[config.mk]
export PLATFORM = sky130hd
export DESIGN_NAME = rgb_to_hsv_converter_top
export DESIGN_NICKNAME = d
export VERILOG_FILES = /design/src/rgbhsv_pkg.sv /design/src/rgbhsv_div.sv /design/src/rgb_to_hsv_converter_top.sv
export SDC_FILE = /design/constraint.sdc
export NUM_CORES = 1
export LEC_CHECK = 0
export ABC_AREA = 1
export BUFFER_PORTS_ARGS = -buffer_cell sky130_fd_sc_hd__buf_2
export CORE_MARGIN = 2
export CORE_UTILIZATION = 60
export CTS_BUF_LIST = sky130_fd_sc_hd__clkbuf_4
export DETAILED_ROUTE_END_ITERATION = 8
export PLACE_DENSITY = 0.87
export SKIP_LAST_GASP = 1
export SLEW_MARGIN = 30
export SYNTH_ARGS = -nofsm -noshare
export SYNTH_HDL_FRONTEND = slang
export SYNTH_HIERARCHICAL = 1
export SYNTH_SLANG_ARGS = --single-unit
[constraint.sdc]
create_clock -name clock -period 8.27 [get_ports clock]
set_clock_uncertainty 0.1 [all_clocks]
set_input_delay 1.2405 -clock clock [delete_from_list [all_inputs] [get_ports clock]]
set_output_delay 1.2405 -clock clock [all_outputs]
set_load 0.01 [all_outputs]
[src/rgbhsv_pkg.sv]
// Shared types, constants and the divider step function for the RGB to HSV converter.
// Depends on nothing; every other file of the block imports it.
`timescale 1ns / 1ps

package rgbhsv_pkg;

   // Field widths.
   localparam int CH_W  = 8;
   localparam int HUE_W = 15;
   localparam int SAT_W = 16;

   // Hue is reported in units of 1/2^HUE_FRACTION_BITS degree.
   localparam int HUE_FRACTION_BITS = 6;

   // Hue geometry in degrees.
   localparam int HUE_SIXTY  = 60;
   localparam int HUE_GREEN  = 120;
   localparam int HUE_BLUE   = 240;
   localparam int HUE_CIRCLE = 360;
   localparam int CH_MAX     = (1 << CH_W) - 1;

   localparam int FULL_TURN = HUE_CIRCLE << HUE_FRACTION_BITS;

   // Hue numerator (base * chroma +/- 60 * difference) and its 60 * difference term.
   localparam int NUM_W   = $clog2(HUE_CIRCLE * CH_MAX + 1);
   localparam int MAG60_W = $clog2(HUE_SIXTY * CH_MAX + 1);

   // Divider geometry. Both quotients fit QUOT_W bits, so the top CH_W bits of a
   // dividend are always below the divisor and seed the partial remainder.
   localparam int STEPS_PER_STAGE = 4;
   localparam int HUE_Q_W         = $clog2(FULL_TURN + 1);
   localparam int QUOT_MIN_W      = (HUE_Q_W > SAT_W) ? HUE_Q_W : SAT_W;
   localparam int QUOT_W          = ((QUOT_MIN_W + STEPS_PER_STAGE - 1) / STEPS_PER_STAGE)
                                    * STEPS_PER_STAGE;
   localparam int DIV_STAGES      = QUOT_W / STEPS_PER_STAGE;
   localparam int DIVIDEND_W      = QUOT_W + CH_W;
   localparam int REM_W           = CH_W + 1;

   // Divider lanes.
   localparam int LANES    = 2;
   localparam int LANE_SAT = 0;
   localparam int LANE_HUE = 1;

   // Edges from the accepting edge to the edge that takes the result.
   localparam int PIPE_LATENCY = 4 + DIV_STAGES;

   typedef enum logic [1:0] {
      SECTOR_RED   = 2'd0,
      SECTOR_GREEN = 2'd1,
      SECTOR_BLUE  = 2'd2
   } sector_type;

   typedef struct packed {
      logic [DIVIDEND_W-1:0] dividend;
      logic [CH_W-1:0]       divisor;
   } div_lane_type;

   typedef struct packed {
      logic [CH_W-1:0]   rem;
      logic [QUOT_W-1:0] work;
      logic [CH_W-1:0]   divisor;
   } div_state_type;

   // Several restoring division steps: each shifts one dividend bit into the
   // remainder and one quotient bit into the low end of the work word.
   function automatic div_state_type div_steps(input div_state_type s);
      div_state_type    t;
      logic [REM_W-1:0] part;
      logic [REM_W-1:0] diff;
      t = s;
      for (int i = 0; i < STEPS_PER_STAGE; i++) begin
         part   = {t.rem, t.work[QUOT_W-1]};
         diff   = part - {1'b0, t.divisor};
         t.work = {t.work[QUOT_W-2:0], 1'b0};
         if (part >= {1'b0, t.divisor}) begin
            t.rem     = diff[CH_W-1:0];
            t.work[0] = 1'b1;
         end else begin
            t.rem = part[CH_W-1:0];
         end
      end
      return t;
   endfunction

endpackage

[src/rgbhsv_div.sv]
// Pipelined restoring divider with parallel lanes sharing one valid chain.
// Depends on rgbhsv_pkg for widths, lane types and the step function.
`timescale 1ns / 1ps

module rgbhsv_div (
   input  logic                                                  clock,
   input  logic                                                  reset,
   input  logic                                                  in_valid,
   input  rgbhsv_pkg::div_lane_type [rgbhsv_pkg::LANES-1:0]      in_lane,
   output logic                                                  out_valid,
   output logic [rgbhsv_pkg::LANES-1:0][rgbhsv_pkg::QUOT_W-1:0]  out_quot
);
   import rgbhsv_pkg::*;

   div_state_type          stage_ff [DIV_STAGES][LANES];
   div_state_type          stage_in [DIV_STAGES][LANES];
   logic [DIV_STAGES-1:0]  valid_ff;
   logic [DIV_STAGES-1:0]  valid_in;

   always_comb begin
      div_state_type load;
      load = '0;
      for (int l = 0; l < LANES; l++) begin
         load.rem     = in_lane[l].dividend[DIVIDEND_W-1 -: CH_W];
         load.work    = in_lane[l].dividend[QUOT_W-1:0];
         load.divisor = in_lane[l].divisor;
         stage_in[0][l] = div_steps(load);
         for (int s = 1; s < DIV_STAGES; s++) begin
            stage_in[s][l] = div_steps(stage_ff[s-1][l]);
         end
      end
   end

   always_comb begin
      valid_in[0] = in_valid;
      for (int s = 1; s < DIV_STAGES; s++) begin
         valid_in[s] = valid_ff[s-1];
      end
   end

   always_ff @(posedge clock) begin
      if (reset) begin
         valid_ff <= '0;
      end else begin
         valid_ff <= valid_in;
      end
   end

   always_ff @(posedge clock) begin
      stage_ff <= stage_in;
   end

   assign out_valid = valid_ff[DIV_STAGES-1];

   always_comb begin
      for (int l = 0; l < LANES; l++) begin
         out_quot[l] = stage_ff[DIV_STAGES-1][l].work;
      end
   end

endmodule

[src/rgb_to_hsv_converter_top.sv]
// RGB to HSV converter: a pixel passes stages 1 to 3, the divider stages and the output
// register in order; throughput one pixel per clock while busy is low.
// The receiver cannot stall; busy is low except while reset is held and the first cycle after it.
// Reset is synchronous and active high; it clears all valid bits, so in-flight pixels
// are dropped, and busy stays high for the first cycle after reset.
// Depends on rgbhsv_pkg and the pipelined divider rgbhsv_div.
`timescale 1ns / 1ps

module rgb_to_hsv_converter_top (
   input  logic                           clock,
   input  logic                           reset,
   input  logic                           start,
   output logic                           busy,
   input  logic [rgbhsv_pkg::CH_W-1:0]    req_red,
   input  logic [rgbhsv_pkg::CH_W-1:0]    req_green,
   input  logic [rgbhsv_pkg::CH_W-1:0]    req_blue,
   input  logic [rgbhsv_pkg::CH_W-1:0]    req_opacity,
   output logic                           rsp_valid,
   output logic [rgbhsv_pkg::HUE_W-1:0]   rsp_hue,
   output logic [rgbhsv_pkg::SAT_W-1:0]   rsp_saturation,
   output logic [rgbhsv_pkg::CH_W-1:0]    rsp_brightness,
   output logic [rgbhsv_pkg::CH_W-1:0]    rsp_opacity_out,
   output logic                           rsp_is_grey
);
   import rgbhsv_pkg::*;

   // Pixel data that rides alongside the divider.
   typedef struct packed {
      logic [CH_W-1:0] brightness;
      logic [CH_W-1:0] opacity;
      logic            grey;
   } side_type;

   logic accept;

   // The pipeline never stalls, so busy only covers reset and the cycle right after it.
   logic busy_ff;

   always_ff @(posedge clock) begin
      if (reset) begin
         busy_ff <= 1'b1;
      end else begin
         busy_ff <= 1'b0;
      end
   end

   assign busy   = busy_ff;
   assign accept = start && !busy_ff;

   // ---------------------------------------------------------------------------------
   // Stage 1: find the largest and smallest channel and pick the hue sector. The tie
   // rule makes red win over green and green over blue. The signed channel difference
   // of the sector is kept as a magnitude and a sign.
   // ---------------------------------------------------------------------------------
   logic            s1_valid_ff;
   logic [CH_W-1:0] s1_max_ff, s1_max_in;
   logic [CH_W-1:0] s1_min_ff, s1_min_in;
   sector_type      s1_sector_ff, s1_sector_in;
   logic            s1_neg_ff, s1_neg_in;
   logic [CH_W-1:0] s1_mag_ff, s1_mag_in;
   logic [CH_W-1:0] s1_opacity_ff;

   always_comb begin
      logic            red_top;
      logic            green_top;
      logic [CH_W-1:0] minuend;
      logic [CH_W-1:0] subtrahend;
      red_top   = (req_red >= req_green) && (req_red >= req_blue);
      green_top = !red_top && (req_green >= req_blue);
      if (red_top) begin
         s1_max_in    = req_red;
         s1_sector_in = SECTOR_RED;
         minuend      = req_green;
         subtrahend   = req_blue;
      end else if (green_top) begin
         s1_max_in    = req_green;
         s1_sector_in = SECTOR_GREEN;
         minuend      = req_blue;
         subtrahend   = req_red;
      end else begin
         s1_max_in    = req_blue;
         s1_sector_in = SECTOR_BLUE;
         minuend      = req_red;
         subtrahend   = req_green;
      end
      if ((req_red <= req_green) && (req_red <= req_blue)) begin
         s1_min_in = req_red;
      end else if (req_green <= req_blue) begin
         s1_min_in = req_green;
      end else begin
         s1_min_in = req_blue;
      end
      s1_neg_in = minuend < subtrahend;
      s1_mag_in = s1_neg_in ? (subtrahend - minuend) : (minuend - subtrahend);
   end

   // ---------------------------------------------------------------------------------
   // Stage 2: chroma, the 60-degree difference term and the grey flag.
   // ---------------------------------------------------------------------------------
   logic               s2_valid_ff;
   logic [CH_W-1:0]    s2_chroma_ff, s2_chroma_in;
   logic [MAG60_W-1:0] s2_mag60_ff, s2_mag60_in;
   sector_type         s2_sector_ff;
   logic               s2_neg_ff;
   side_type           s2_side_ff, s2_side_in;

   always_comb begin
      s2_chroma_in          = s1_max_ff - s1_min_ff;
      s2_mag60_in           = MAG60_W'(s1_mag_ff) * MAG60_W'(HUE_SIXTY);
      s2_side_in.brightness = s1_max_ff;
      s2_side_in.opacity    = s1_opacity_ff;
      s2_side_in.grey       = (s2_chroma_in == '0);
   end

   // ---------------------------------------------------------------------------------
   // Stage 3: build both dividends. Saturation divides chroma * 65535 + max / 2 by the
   // maximum. Hue divides N * 2^F + floor(chroma / 2) by chroma, the same as rounding
   // N * 2^F / chroma half up, where N = base * chroma +/- 60 * difference. A red
   // maximum with a negative difference uses the 360-degree base, which wraps the hue.
   // ---------------------------------------------------------------------------------
   logic                     s3_valid_ff;
   div_lane_type [LANES-1:0] s3_lane_ff, s3_lane_in;
   side_type                 s3_side_ff;

   always_comb begin
      logic [NUM_W-1:0]      base_term;
      logic [NUM_W-1:0]      num;
      logic [DIVIDEND_W-1:0] chroma_wide;
      chroma_wide = DIVIDEND_W'(s2_chroma_ff);
      unique case (s2_sector_ff)
         SECTOR_RED: begin
            base_term = s2_neg_ff ? NUM_W'(s2_chroma_ff) * NUM_W'(HUE_CIRCLE) : '0;
         end
         SECTOR_GREEN: begin
            base_term = NUM_W'(s2_chroma_ff) * NUM_W'(HUE_GREEN);
         end
         SECTOR_BLUE: begin
            base_term = NUM_W'(s2_chroma_ff) * NUM_W'(HUE_BLUE);
         end
         default: begin
            base_term = '0;
         end
      endcase
      num = s2_neg_ff ? (base_term - NUM_W'(s2_mag60_ff))
                      : (base_term + NUM_W'(s2_mag60_ff));
      s3_lane_in[LANE_HUE].dividend = (DIVIDEND_W'(num) << HUE_FRACTION_BITS)
                                      + DIVIDEND_W'(s2_chroma_ff >> 1);
      s3_lane_in[LANE_HUE].divisor  = s2_chroma_ff;
      s3_lane_in[LANE_SAT].dividend = (chroma_wide << SAT_W) - chroma_wide
                                      + DIVIDEND_W'(s2_side_ff.brightness >> 1);
      s3_lane_in[LANE_SAT].divisor  = s2_side_ff.brightness;
   end

   // Stage registers. Only the valid bits are reset.
   always_ff @(posedge clock) begin
      if (reset) begin
         s1_valid_ff <= 1'b0;
         s2_valid_ff <= 1'b0;
         s3_valid_ff <= 1'b0;
      end else begin
         s1_valid_ff <= accept;
         s2_valid_ff <= s1_valid_ff;
         s3_valid_ff <= s2_valid_ff;
      end
   end

   always_ff @(posedge clock) begin
      s1_max_ff     <= s1_max_in;
      s1_min_ff     <= s1_min_in;
      s1_sector_ff  <= s1_sector_in;
      s1_neg_ff     <= s1_neg_in;
      s1_mag_ff     <= s1_mag_in;
      s1_opacity_ff <= req_opacity;
      s2_chroma_ff  <= s2_chroma_in;
      s2_mag60_ff   <= s2_mag60_in;
      s2_sector_ff  <= s1_sector_ff;
      s2_neg_ff     <= s1_neg_ff;
      s2_side_ff    <= s2_side_in;
      s3_lane_ff    <= s3_lane_in;
      s3_side_ff    <= s2_side_ff;
   end

   // ---------------------------------------------------------------------------------
   // Divider: both quotients are computed side by side, a few bits per stage. The
   // pixel's side data is delayed by a matching shift line.
   // ---------------------------------------------------------------------------------
   logic                          div_valid;
   logic [LANES-1:0][QUOT_W-1:0]  div_quot;
   side_type                      side_ff [DIV_STAGES];

   rgbhsv_div u_div (
      .clock     (clock),
      .reset     (reset),
      .in_valid  (s3_valid_ff),
      .in_lane   (s3_lane_ff),
      .out_valid (div_valid),
      .out_quot  (div_quot)
   );

   always_ff @(posedge clock) begin
      side_ff[0] <= s3_side_ff;
      for (int s = 1; s < DIV_STAGES; s++) begin
         side_ff[s] <= side_ff[s-1];
      end
   end

   // ---------------------------------------------------------------------------------
   // Output stage: a rounded hue of a full circle wraps to zero, grey pixels report
   // hue zero, and a black pixel reports saturation zero. Each result is shown for
   // exactly one cycle under rsp_valid.
   // ---------------------------------------------------------------------------------
   logic             rsp_valid_ff;
   logic [HUE_W-1:0] rsp_hue_ff, rsp_hue_in;
   logic [SAT_W-1:0] rsp_saturation_ff, rsp_saturation_in;
   logic [CH_W-1:0]  rsp_brightness_ff;
   logic [CH_W-1:0]  rsp_opacity_out_ff;
   logic             rsp_is_grey_ff;
   side_type         side_last;

   assign side_last = side_ff[DIV_STAGES-1];

   always_comb begin
      logic [QUOT_W-1:0] hue_wrapped;
      hue_wrapped = (div_quot[LANE_HUE] >= QUOT_W'(FULL_TURN)) ? '0 : div_quot[LANE_HUE];
      rsp_hue_in  = side_last.grey ? '0 : hue_wrapped[HUE_W-1:0];
      rsp_saturation_in = (side_last.brightness == '0) ? '0
                                                       : div_quot[LANE_SAT][SAT_W-1:0];
   end

   always_ff @(posedge clock) begin
      if (reset) begin
         rsp_valid_ff <= 1'b0;
      end else begin
         rsp_valid_ff <= div_valid;
      end
   end

   always_ff @(posedge clock) begin
      rsp_hue_ff         <= rsp_hue_in;
      rsp_saturation_ff  <= rsp_saturation_in;
      rsp_brightness_ff  <= side_last.brightness;
      rsp_opacity_out_ff <= side_last.opacity;
      rsp_is_grey_ff     <= side_last.grey;
   end

   assign rsp_valid       = rsp_valid_ff;
   assign rsp_hue         = rsp_hue_ff;
   assign rsp_saturation  = rsp_saturation_ff;
   assign rsp_brightness  = rsp_brightness_ff;
   assign rsp_opacity_out = rsp_opacity_out_ff;
   assign rsp_is_grey     = rsp_is_grey_ff;

`ifndef SYNTH
   // Every accepted pixel gives exactly one result after the fixed latency.
   a_result_follows_transfer: assert property (
      @(posedge clock) disable iff (reset)
      accept |-> ##PIPE_LATENCY rsp_valid
   ) else $error("accepted pixel produced no result");

   // No result without a matching transfer.
   a_no_spurious_result: assert property (
      @(posedge clock) disable iff (reset)
      rsp_valid |-> $past(accept, PIPE_LATENCY)
   ) else $error("result without a matching transfer");

   // A grey pixel has zero chroma, so the reported saturation must be zero.
   a_grey_has_no_saturation: assert property (
      @(posedge clock) disable iff (reset)
      (rsp_valid && rsp_is_grey) |-> (rsp_saturation == '0)
   ) else $error("grey pixel with nonzero saturation");

   // A black pixel is grey and unsaturated.
   a_black_is_grey: assert property (
      @(posedge clock) disable iff (reset)
      (rsp_valid && (rsp_brightness == '0)) |-> (rsp_is_grey && (rsp_saturation == '0))
   ) else $error("black pixel not reported as grey");
`endif

endmodule
======== Word level (Yosys, flattened, before mapping) ========
Memory sizes are Yosys's and may differ from the RTL's.
Cells that the tools add are included.
storage, ports and cells
  RAM bits ................................ 68
  input bits .............................. 35
  register bits after elaboration ......... 429
  logic and storage cells ................. 221
  output and inout port bits .............. 50
  memories ................................ 1
cells by class
  reductions and logical operators ........ 10
  mux-type cells .......................... 76
  multiply operators ...................... 4
  add/sub/neg operators ................... 38
  order comparisons ....................... 40
  equality and inequality tests ........... 2
memory list
  memory   words  bits a word  read ports  clocked after memory_dff  wr ports  line                             RTL
  side_ff  4      17           4           0                         4         rgb_to_hsv_converter_top.sv:189  side_type side_ff [DIV_STAGES];
operators with widths
  kind                                                    number
  2-to-1 mux 8 bit                                        39
  >= comparator 9 x 8 -> 1 bit                            32
  subtractor 8 bit                                        33
  one-hot mux 17 bit (3 select lines)                     1
  multiplier 8 x 4 -> 12 bit (second input constant)      3
  2-to-1 mux 17 bit                                       2
  2-to-1 mux 1 bit                                        33
  adder 23 x 7 -> 24 bit                                  1
  adder 24 x 7 -> 24 bit                                  1
  >= comparator 8 bit                                     3
  <= comparator 8 bit                                     3
  subtractor 24 x 8 -> 24 bit                             1
  adder 17 x 14 -> 17 bit                                 1
  subtractor 17 x 14 -> 17 bit                            1
  >= comparator 16 x 15 -> 1 bit (second input constant)  1
  logical NOT 8 bit                                       2
  multiplier 8 x 6 -> 14 bit (second input constant)      1
  < comparator 8 bit                                      1
  logical AND 1 bit                                       4
  == test 2 x 1 -> 1 bit (second input constant)          1
  == test 2 bit (second input constant)                   1
  logical NOT 1 bit                                       2
  logical NOT 2 bit                                       1
  2-to-1 mux 2 bit                                        1
  OR reduction 2 bit                                      1

======== Longest topological paths before layout ========
Gate-level depths: netlist of the first run.
  word-level depth ........................ 8
  depth in mapped cells ................... 46
  gate-level depth less buffers ........... 45

======== Cells and area by module ========
The synthesis of the first run kept the hierarchy.
modules (own cells, without submodules)
  module                    cells each  area an instance (sq um)  times used  seq. area each (sq um)
  rgbhsv_div                2,659       18,858.1                  1           4,564.4
  rgb_to_hsv_converter_top  1,445       12,474.5                  1           5,185.0

======== Worst setup path after synthesis of the first run ========
OpenSTA, ideal clock, no wires.
  path type ............................... register to register
  from .................................... register u_div/stage_ff[161] in the netlist's numbering
  to ...................................... register u_div/stage_ff[125] in the netlist's numbering
  setup time .............................. 0.112 ns
  slack ................................... 2.060 ns
  data arrival time ....................... 5.998 ns
  period minus slack after synthesis ...... 6.210 ns
  required time ........................... 8.058 ns
  buffers on the path ..................... 3
  cell stages (with the launch flop) ...... 44
  path through ............................ dfxtp_1 -> inv_1 -> ha_1 -> nand2_1 -> nor2_1 -> nand2_1 -> nor2_1 -> nor2_1 -> nand2_2 -> buf_2 -> o21ai_0 -> inv_1 -> ha_1 -> nand2_1 -> o21ai_1 -> nand4_1 -> nand2_1 -> nand2_1 -> (+8 left out) -> nand2_1 -> o311ai_0 -> nand2_1 -> nand3_2 -> buf_4 -> nand2_1 -> o21ai_0 -> ha_1 -> nand3_1 -> nand2_1 -> nand2_1 -> o211ai_1 -> a21boi_0 -> inv_1 -> a21oi_1 -> nand2_2 -> nand2_1 -> nand2_1
RTL lines
  what                    line              RTL
  start, declared         rgbhsv_div.sv:15  div_state_type stage_ff [DIV_STAGES][LANES];
  start signal, assigned  rgbhsv_div.sv:50  stage_ff <= stage_in;

==> results by group, run 1 <==
Outcome
  – Status: complete, no violations

Floorplan
  – Chip width: 232.5 µm
  – Die H: 232.5 µm
  – I/O pin count: 85
  – Core Area: approximately 0.05 mm²
  – Die Area: 0.05407 mm²
  – Rows: 83
  – Initial Util: between 60% and 70%

Logic synthesis
  – Synth cell types: 60
  – Syn Inst Count: 4,104
  – Post-synth EDFFs: 0
  – Sequential share of the synthesized area: 31.12%
  – Synth area leader: dfxtp_1
  – Syn. warnings: 6
  – Average size of a mapped cell: 7.635 µm²
  – Post-synthesis register bit count: 487
  – Most used DFF post-synth: dfxtp_1
  – Cell Area, Synth: between 0.03 and 0.04 mm²
  – Largest cells by area after synthesis: dfxtp_1 (31%), ha_1 (15%), nand2_1 (12%)
  – Async SR Flop Fraction: 0%
  – Post-synth top area share: a little under a third

Clock network
  – CTS tree: yes
  – Clk pin slew, worst setup/hold paths: 80 ps
  – Post-cts hold buffer count: 0
  – PostCTS Resize Cnt: 0
  – Clk buf depth: 3
  – Setup Buffers After CTS: 0
  – CTS Buf Count: 119
  – Number of H-tree levels: 3
  – Clock Sinks: 487
  – CTS Root Cell: clkbuf_4
  – Clk_lat worst skew: 860 ps

Timing
  – Hold Violations, Final: 0
  – Final setup viols: 0
  – Setup tns final: 0 ps
  – Hold_ws: between 150 and 200 ps
  – Fin crit share: between 90% and 100%
  – Pin slew with the least headroom to its limit: about 860 ps
  – RSZ-0062 raised after global routing: no
  – Minimum clock period: about 7500 ps
  – Max-slew violations: 0
  – Max-slew headroom: 42.98%
  – Max Freq: 132.8 MHz

Setup path
  – CP endpoint kind: register
  – Crit path top cell by count: nand2_1
  – Slowest stage delay, CP: 480 ps
  – Setup CP Type: register to register
  – Critical Path Start: u_div/stage_ff[161]$_DFF_P_
  – Largest fanout on the critical path: 14
  – WP data arrival: about 8200 ps
  – Slowest CP cell: dfxtp_1
  – Required @ worst endpoint: about 8900 ps
  – Kind of start point of the critical path: register
  – R2r startpoint: u_div/stage_ff[161]$_DFF_P_

Flow run
  – Max Cap Viol: 0

GRT
  – GRT overflow: 0
  – GRT Resource Usage Total: between 20% and 30%
  – Number of global-route vias before repair: 25,422
  – Initial antenna violation count: 1
  – First-pass GRT wire length: 115,100 µm
  – Largest net degree at the start of global routing: 51

Hold path
  – Hold_sp: u_div/stage_ff[74]$_DFF_P_
  – Min-Delay Path Class: register to register

Placed design
  – Final GP Congestion: between 0.9 and 1
  – PortBufs: 84
  – DPL Wire Length: ~53,000 µm

Routing
  – Routed wire per std cell: 13.69 µm
  – Final wirelength: 68,630 µm
  – DRC: 0
  – Antenna-violating nets left: 0
  – Vias per cell: 5.307
  – Initial DRC count: 1,785
  – DR vias: 26,609
  – DRT Pass-1 Iters: 6

Layout
  – Layout cells sized above 1: 9.647%
  – P&R area growth vs syn: 7.499%
  – Nets: between 4,000 and 5,000
-- path summary, 6_finish.rpt --
kind / end / slack, ps / cells after the start
max reg2reg: u_div/stage_ff[125]$_DFF_P_ / 740 / 39
min: u_div/out_quot[22]$_DFF_P_ / 190 / 0
min reg2reg: u_div/out_quot[22]$_DFF_P_ / 190 / 0
max: u_div/stage_ff[125]$_DFF_P_ / 740 / 39
-- sequential cells by signal, summed over array words and instances (netlist names), 2 cells and up --
register and cells:
rsp_saturation 16, s2_sector_ff 2, s2_side_ff 17, rsp_opacity_out 8, u_div/out_quot 32, s2_mag60_ff 12, rsp_brightness 8, rsp_hue 15
u_div/valid_ff 4, u_div/stage_ff 192, s1_mag_ff 8, s1_max_ff 8, s3_side_ff 17, side_ff 68, s3_lane_ff 46, s1_opacity_ff 8
s2_chroma_ff 8, s1_sector_ff 2, s1_min_ff 8
-- cell usage after synthesis, types with 30 or more instances --
master   instances
nand2_1        961
inv_1          628
dfxtp_1        487
ha_1           388
nor2_1         266
nand3_1        257
a21oi_1        246
o21ai_0        133
xor2_1         128
xnor2_1         73
fa_1            70
nand4_1         55
buf_4           49
nand2_2         37
nor3_1          31
o21ai_1         30
-- per-layer routing --
layer	wire (µm)	share of wire, %	GRT usage, %
met4	2324	3.4	11.33
met5	0	0	0
met3	4232	6.2	4.093
met1	30040	44	32.28
met2	32030	47	42.61
-- final cells by class --
type,count,area (µm²)
Fill cell,4256,17830
Clock buffer,163,1224
Inverter,644,2430
Antenna cell,1,2.502
Clock inverter,52,384.1
Multi-Input combinational cell,2903,18620
Sequential cell,487,9749
Tap cell,680,850.8
Timing Repair Buffer,84,420.4
-- logic make-up after synthesis --
logic type / count (synthesis) / share of synthesized area [%]
AO/OA/AOI/OAI: 517 / 9.229
XOR/XNOR: 201 / 5.619
AND/OR/NAND/NOR: 1723 / 24.53
other: 1 / 0.01197
flip-flops: 487 / 31.12
adder cells (fa/ha/maj): 458 / 19.97
buffers and inverters: 716 / 9.488
multiplexers: 1 / 0.03594
-- cell usage in the layout, fill, tap and decap left out, drive strengths merged, types with 128 or more instances in the layout --
cell / synthesis / final
nand2: 1003 / 1003
inv: 642 / 642
dfxtp: 487 / 487
ha: 388 / 388
nand3: 288 / 288
nor2: 284 / 284
a21oi: 247 / 247
o21ai: 176 / 176
clkbuf: 4 / 163
xor2: 128 / 128
-- stage by stage --
step | worst slack [ps] | cells | cell area (µm²) | utilization [%]
after floorplan | 2060 | 4106 | 31340 | -
after global placement | 891.5 | 4798 | 32070 | 62.26
after detailed placement | 820.6 | 4798 | 32070 | 62.26
after CTS | 734.5 | 5013 | 33680 | 65.38
after global routing | 17.40 | 5014 | 33680 | 65.39
final | 737.6 | 5014 | 33680 | 65.39
-- critical path, delay by kind of cell, from the launching register on --
kind / cells / cell delay [ps]
compound gates: 11 / 2270
fa+ha+maj: 4 / 1350
simple gates: 20 / 2760
flops: 1 / 480
buf+inv: 4 / 460
Power of run 1 is left out: the tool's default activity adds up to more than one toggle a clock period on the data nets, which glitch-free logic cannot reach.
==> inputs of run 2 (changes only) <==
--- a/config.mk
+++ b/config.mk
@@ -7,11 +7,12 @@
 export LEC_CHECK = 0
 export ABC_AREA = 1
 export BUFFER_PORTS_ARGS = -buffer_cell sky130_fd_sc_hd__buf_2
+export CAP_MARGIN = 20
 export CORE_MARGIN = 2
-export CORE_UTILIZATION = 60
+export CORE_UTILIZATION = 59
 export CTS_BUF_LIST = sky130_fd_sc_hd__clkbuf_4
 export DETAILED_ROUTE_END_ITERATION = 8
-export PLACE_DENSITY = 0.87
+export PLACE_DENSITY = 0.89
 export SKIP_LAST_GASP = 1
 export SLEW_MARGIN = 30
 export SYNTH_ARGS = -nofsm -noshare
==> constraint.sdc (replaced) <==
create_clock -name clock -period 6.8 [get_ports clock]
set_clock_uncertainty 0.1 [all_clocks]
set_input_delay 1.02 -clock clock [delete_from_list [all_inputs] [get_ports clock]]
set_output_delay 1.02 -clock clock [all_outputs]
set_load 0.01 [all_outputs]
==> run 2 against run 1 <==
Setup slack worse by 730 ps. Core utilization grew 2.0 points. Final area rose by 5.2%. Register-to-register slack worse by 730 ps. Hold slack lost 67 ps. Via count up 6.3%. Global-route usage grew 1.2 points. Cell count rose by 2.8%. Critical endpoint is now u_div/stage_ff[251]$_DFF_P_. Highest routed layer unchanged.
==> results by group, run 2 (synthesized netlist as in run 1, its figures left out) <==
Outcome
  – Status: complete, no violations (unchanged)

Setup path
  – Slowest CP cell: ha_1 (was dfxtp_1)
  – R2r setup slk: 4 ps (was 740 ps)
  – Required @ worst endpoint: 7550 ps (was 8920 ps)
  – Critical Path Start: s3_side_ff[15]$_DFF_P_ (was u_div/stage_ff[161]$_DFF_P_)
  – Largest fanout on the critical path: 10 (was 14)
  – Crit path top cell by count: nand2_1 (unchanged)
  – CP endpoint kind: register (unchanged)
  – WP data arrival: 7540 ps (was 8180 ps)
  – Family with the most delay on the worst path: simple AND/OR/NAND/NOR gates (unchanged)
  – Slowest stage delay, CP: 380 ps (was 480 ps)
  – Crit path buf inv count: 9 (was 4)
  – Setup CP Type: register to register (unchanged)
  – Kind of start point of the critical path: register (unchanged)
  – R2r startpoint: s3_side_ff[15]$_DFF_P_ (was u_div/stage_ff[161]$_DFF_P_)

Timing
  – Setup tns final: 0 ps (unchanged)
  – Max-slew headroom: 40.10% (was 42.98%)
  – PnR worst setup slack: 3.874 ps (was 737.6 ps)
  – Fin crit share: 99.94% (was 91.08%)
  – Pin slew with the least headroom to its limit: 898.5 ps (was 855.3 ps)
  – Max-slew violations: 0 (unchanged)
  – Minimum clock period: 6796 ps (was 7532 ps)
  – Final setup viols: 0 (unchanged)
  – Hold Violations, Final: 0 (unchanged)
  – Max Freq: 147.1 MHz (was 132.8 MHz)

Floorplan
  – Initial Util: 59.62% (was 60.83%)
  – Die H: 234.4 µm (was 232.5 µm)
  – Core Area: 0.05255 mm² (was 0.05151 mm²)
  – Chip width: 234.4 µm (was 232.5 µm)
  – Rows: 84 (was 83)
  – Die Area: 0.05496 mm² (was 0.05407 mm²)
  – I/O pin count: 85 (unchanged)

Clock network
  – Clock Sinks: 487 (unchanged)
  – CTS Root Cell: clkbuf_4 (unchanged)
  – CTS Buf Count: 117 (was 119)
  – Post-cts hold buffer count: 0 (unchanged)
  – Clk pin slew, worst setup/hold paths: 80 ps (about the same)
  – Number of H-tree levels: 3 (unchanged)
  – CTS tree: yes (unchanged)
  – Clk buf depth: 3 (unchanged)
  – Clk_lat worst skew: 920 ps (was 860 ps)

Routing
  – Routed wire per std cell: 15.19 µm (was 13.69 µm)
  – Final wirelength: 78,280 µm (was 68,630 µm)
  – DRC: 0 (unchanged)
  – DR vias: 28,291 (was 26,609)
  – Initial DRC count: 2,309 (was 1,785)
  – Vias per cell: 5.490 (was 5.307)
  – Antenna-violating nets left: 0 (unchanged)
  – DRT Pass-1 Iters: 8 (was 6)

GRT
  – GRT overflow: 0 (unchanged)
  – Largest net degree at the start of global routing: 51 (unchanged)
  – Initial antenna violation count: 1 (unchanged)
  – First-pass GRT wire length: 121,700 µm (was 115,100 µm)
  – GRT Resource Usage Total: 26.68% (was 25.45%)
  – Number of global-route vias before repair: 26,780 (was 25,422)

Placed design
  – Post-placement setup slack: -94.40 ps (was 820.6 ps)
  – Final GP Congestion: 0.9283 (was 0.9315)
  – PortBufs: 84 (unchanged)
  – DPL Wire Length: 54,960 µm (was 52,600 µm)
  – Post-DP Area: 0.03288 mm² (was 0.03207 mm²)

Hold path
  – Min-Delay Path Class: input pin to register (was register to register)
  – Hold_sp: req_opacity[3] (was u_div/stage_ff[74]$_DFF_P_)

Layout
  – Post-route cell area: 0.03543 mm² (was 0.03368 mm²)
  – Most flops, register: u_div/stage_ff (unchanged)
  – P&R area growth vs syn: 13.08% (was 7.499%)
  – Most frequent cells in the layout: nand2_1 (955), inv_1 (607), dfxtp_1 (477), ha_1 (351), nor2_1 (262) (was nand2_1 (961), inv_1 (628), dfxtp_1 (487), ha_1 (388), nor2_1 (266))
  – Max reg flops: 192 (unchanged)
  – Layout cells sized above 1: 15.01% (was 9.647%)
  – Nets: 4,860 (was 4,732)
  – Largest registers: u_div/stage_ff (192), side_ff (68), s3_lane_ff (46) (unchanged)
  – Most common cell after layout, fill and taps aside: nand2_1 (unchanged)
  – Filler Cell Count: 3,867 (was 4,256)

Flow run
  – Max Cap Viol: 0 (unchanged)
## run 2: cell types whose count changed in the layout (fill, tap and decap cells not counted), sizes merged
cell	change
inv	+2
clkbuf	+2
nand2	+3
nand4	+1
bufinv	+1
clkinvlp	+2
clkinv	-6
buf	+126
## run 2: layer usage
metal	track usage, %	up-vias	part of all wire (%)
met5	0	-	0
met4	12.54	0	4.5
met3	3.961	323	7.1
met2	46.05	1313	48
met1	32.69	12851	41
li1	-	13804	-
## run 2: area by class of cell
type	instances	area, µm²	area share, %
Inverter	644	2437	6.879
Timing Repair Buffer	210	1366	3.856
Antenna cell	1	2.502	0.007063
Tap cell	688	860.8	2.430
Sequential cell	487	9764	27.56
Clock inverter	51	411.6	1.162
Multi-Input combinational cell	2907	19350	54.61
Clock buffer	165	1239	3.496
## run 2: metrics by stage
stage               cells  utilization, %  hold WS [ps]
CTS                  5129           65.72         42.94
global route         5153           67.42         78.65
global placement     4913           62.57         209.6
floorplan            4106               -         209.6
finish               5153           67.42         125.9
detailed placement   4913           62.57         212.1
## run 2: timing repair
| item | CTS | global route |
|---|---|---|
| setup endpoints to repair | 16 | 56 |
| buffers inserted | 0 | 19 |
| gates cloned | 0 | 4 |
| resized for setup | 5 | 186 |
| pin swaps | 0 | 28 |
## run 2: path summary, 6_finish.rpt
| path | to | cells past startpoint |
|---|---|---|
| worst min-delay path | s1_opacity_ff[3]$_DFF_P_ | 1 |
| worst max register to register | u_div/stage_ff[251]$_DFF_P_ | 43 |
| worst min register to register | u_div/stage_ff[68]$_DFF_P_ | 0 |
| worst max-delay path | u_div/stage_ff[251]$_DFF_P_ | 43 |
Power of run 2 is left out for the same reason.
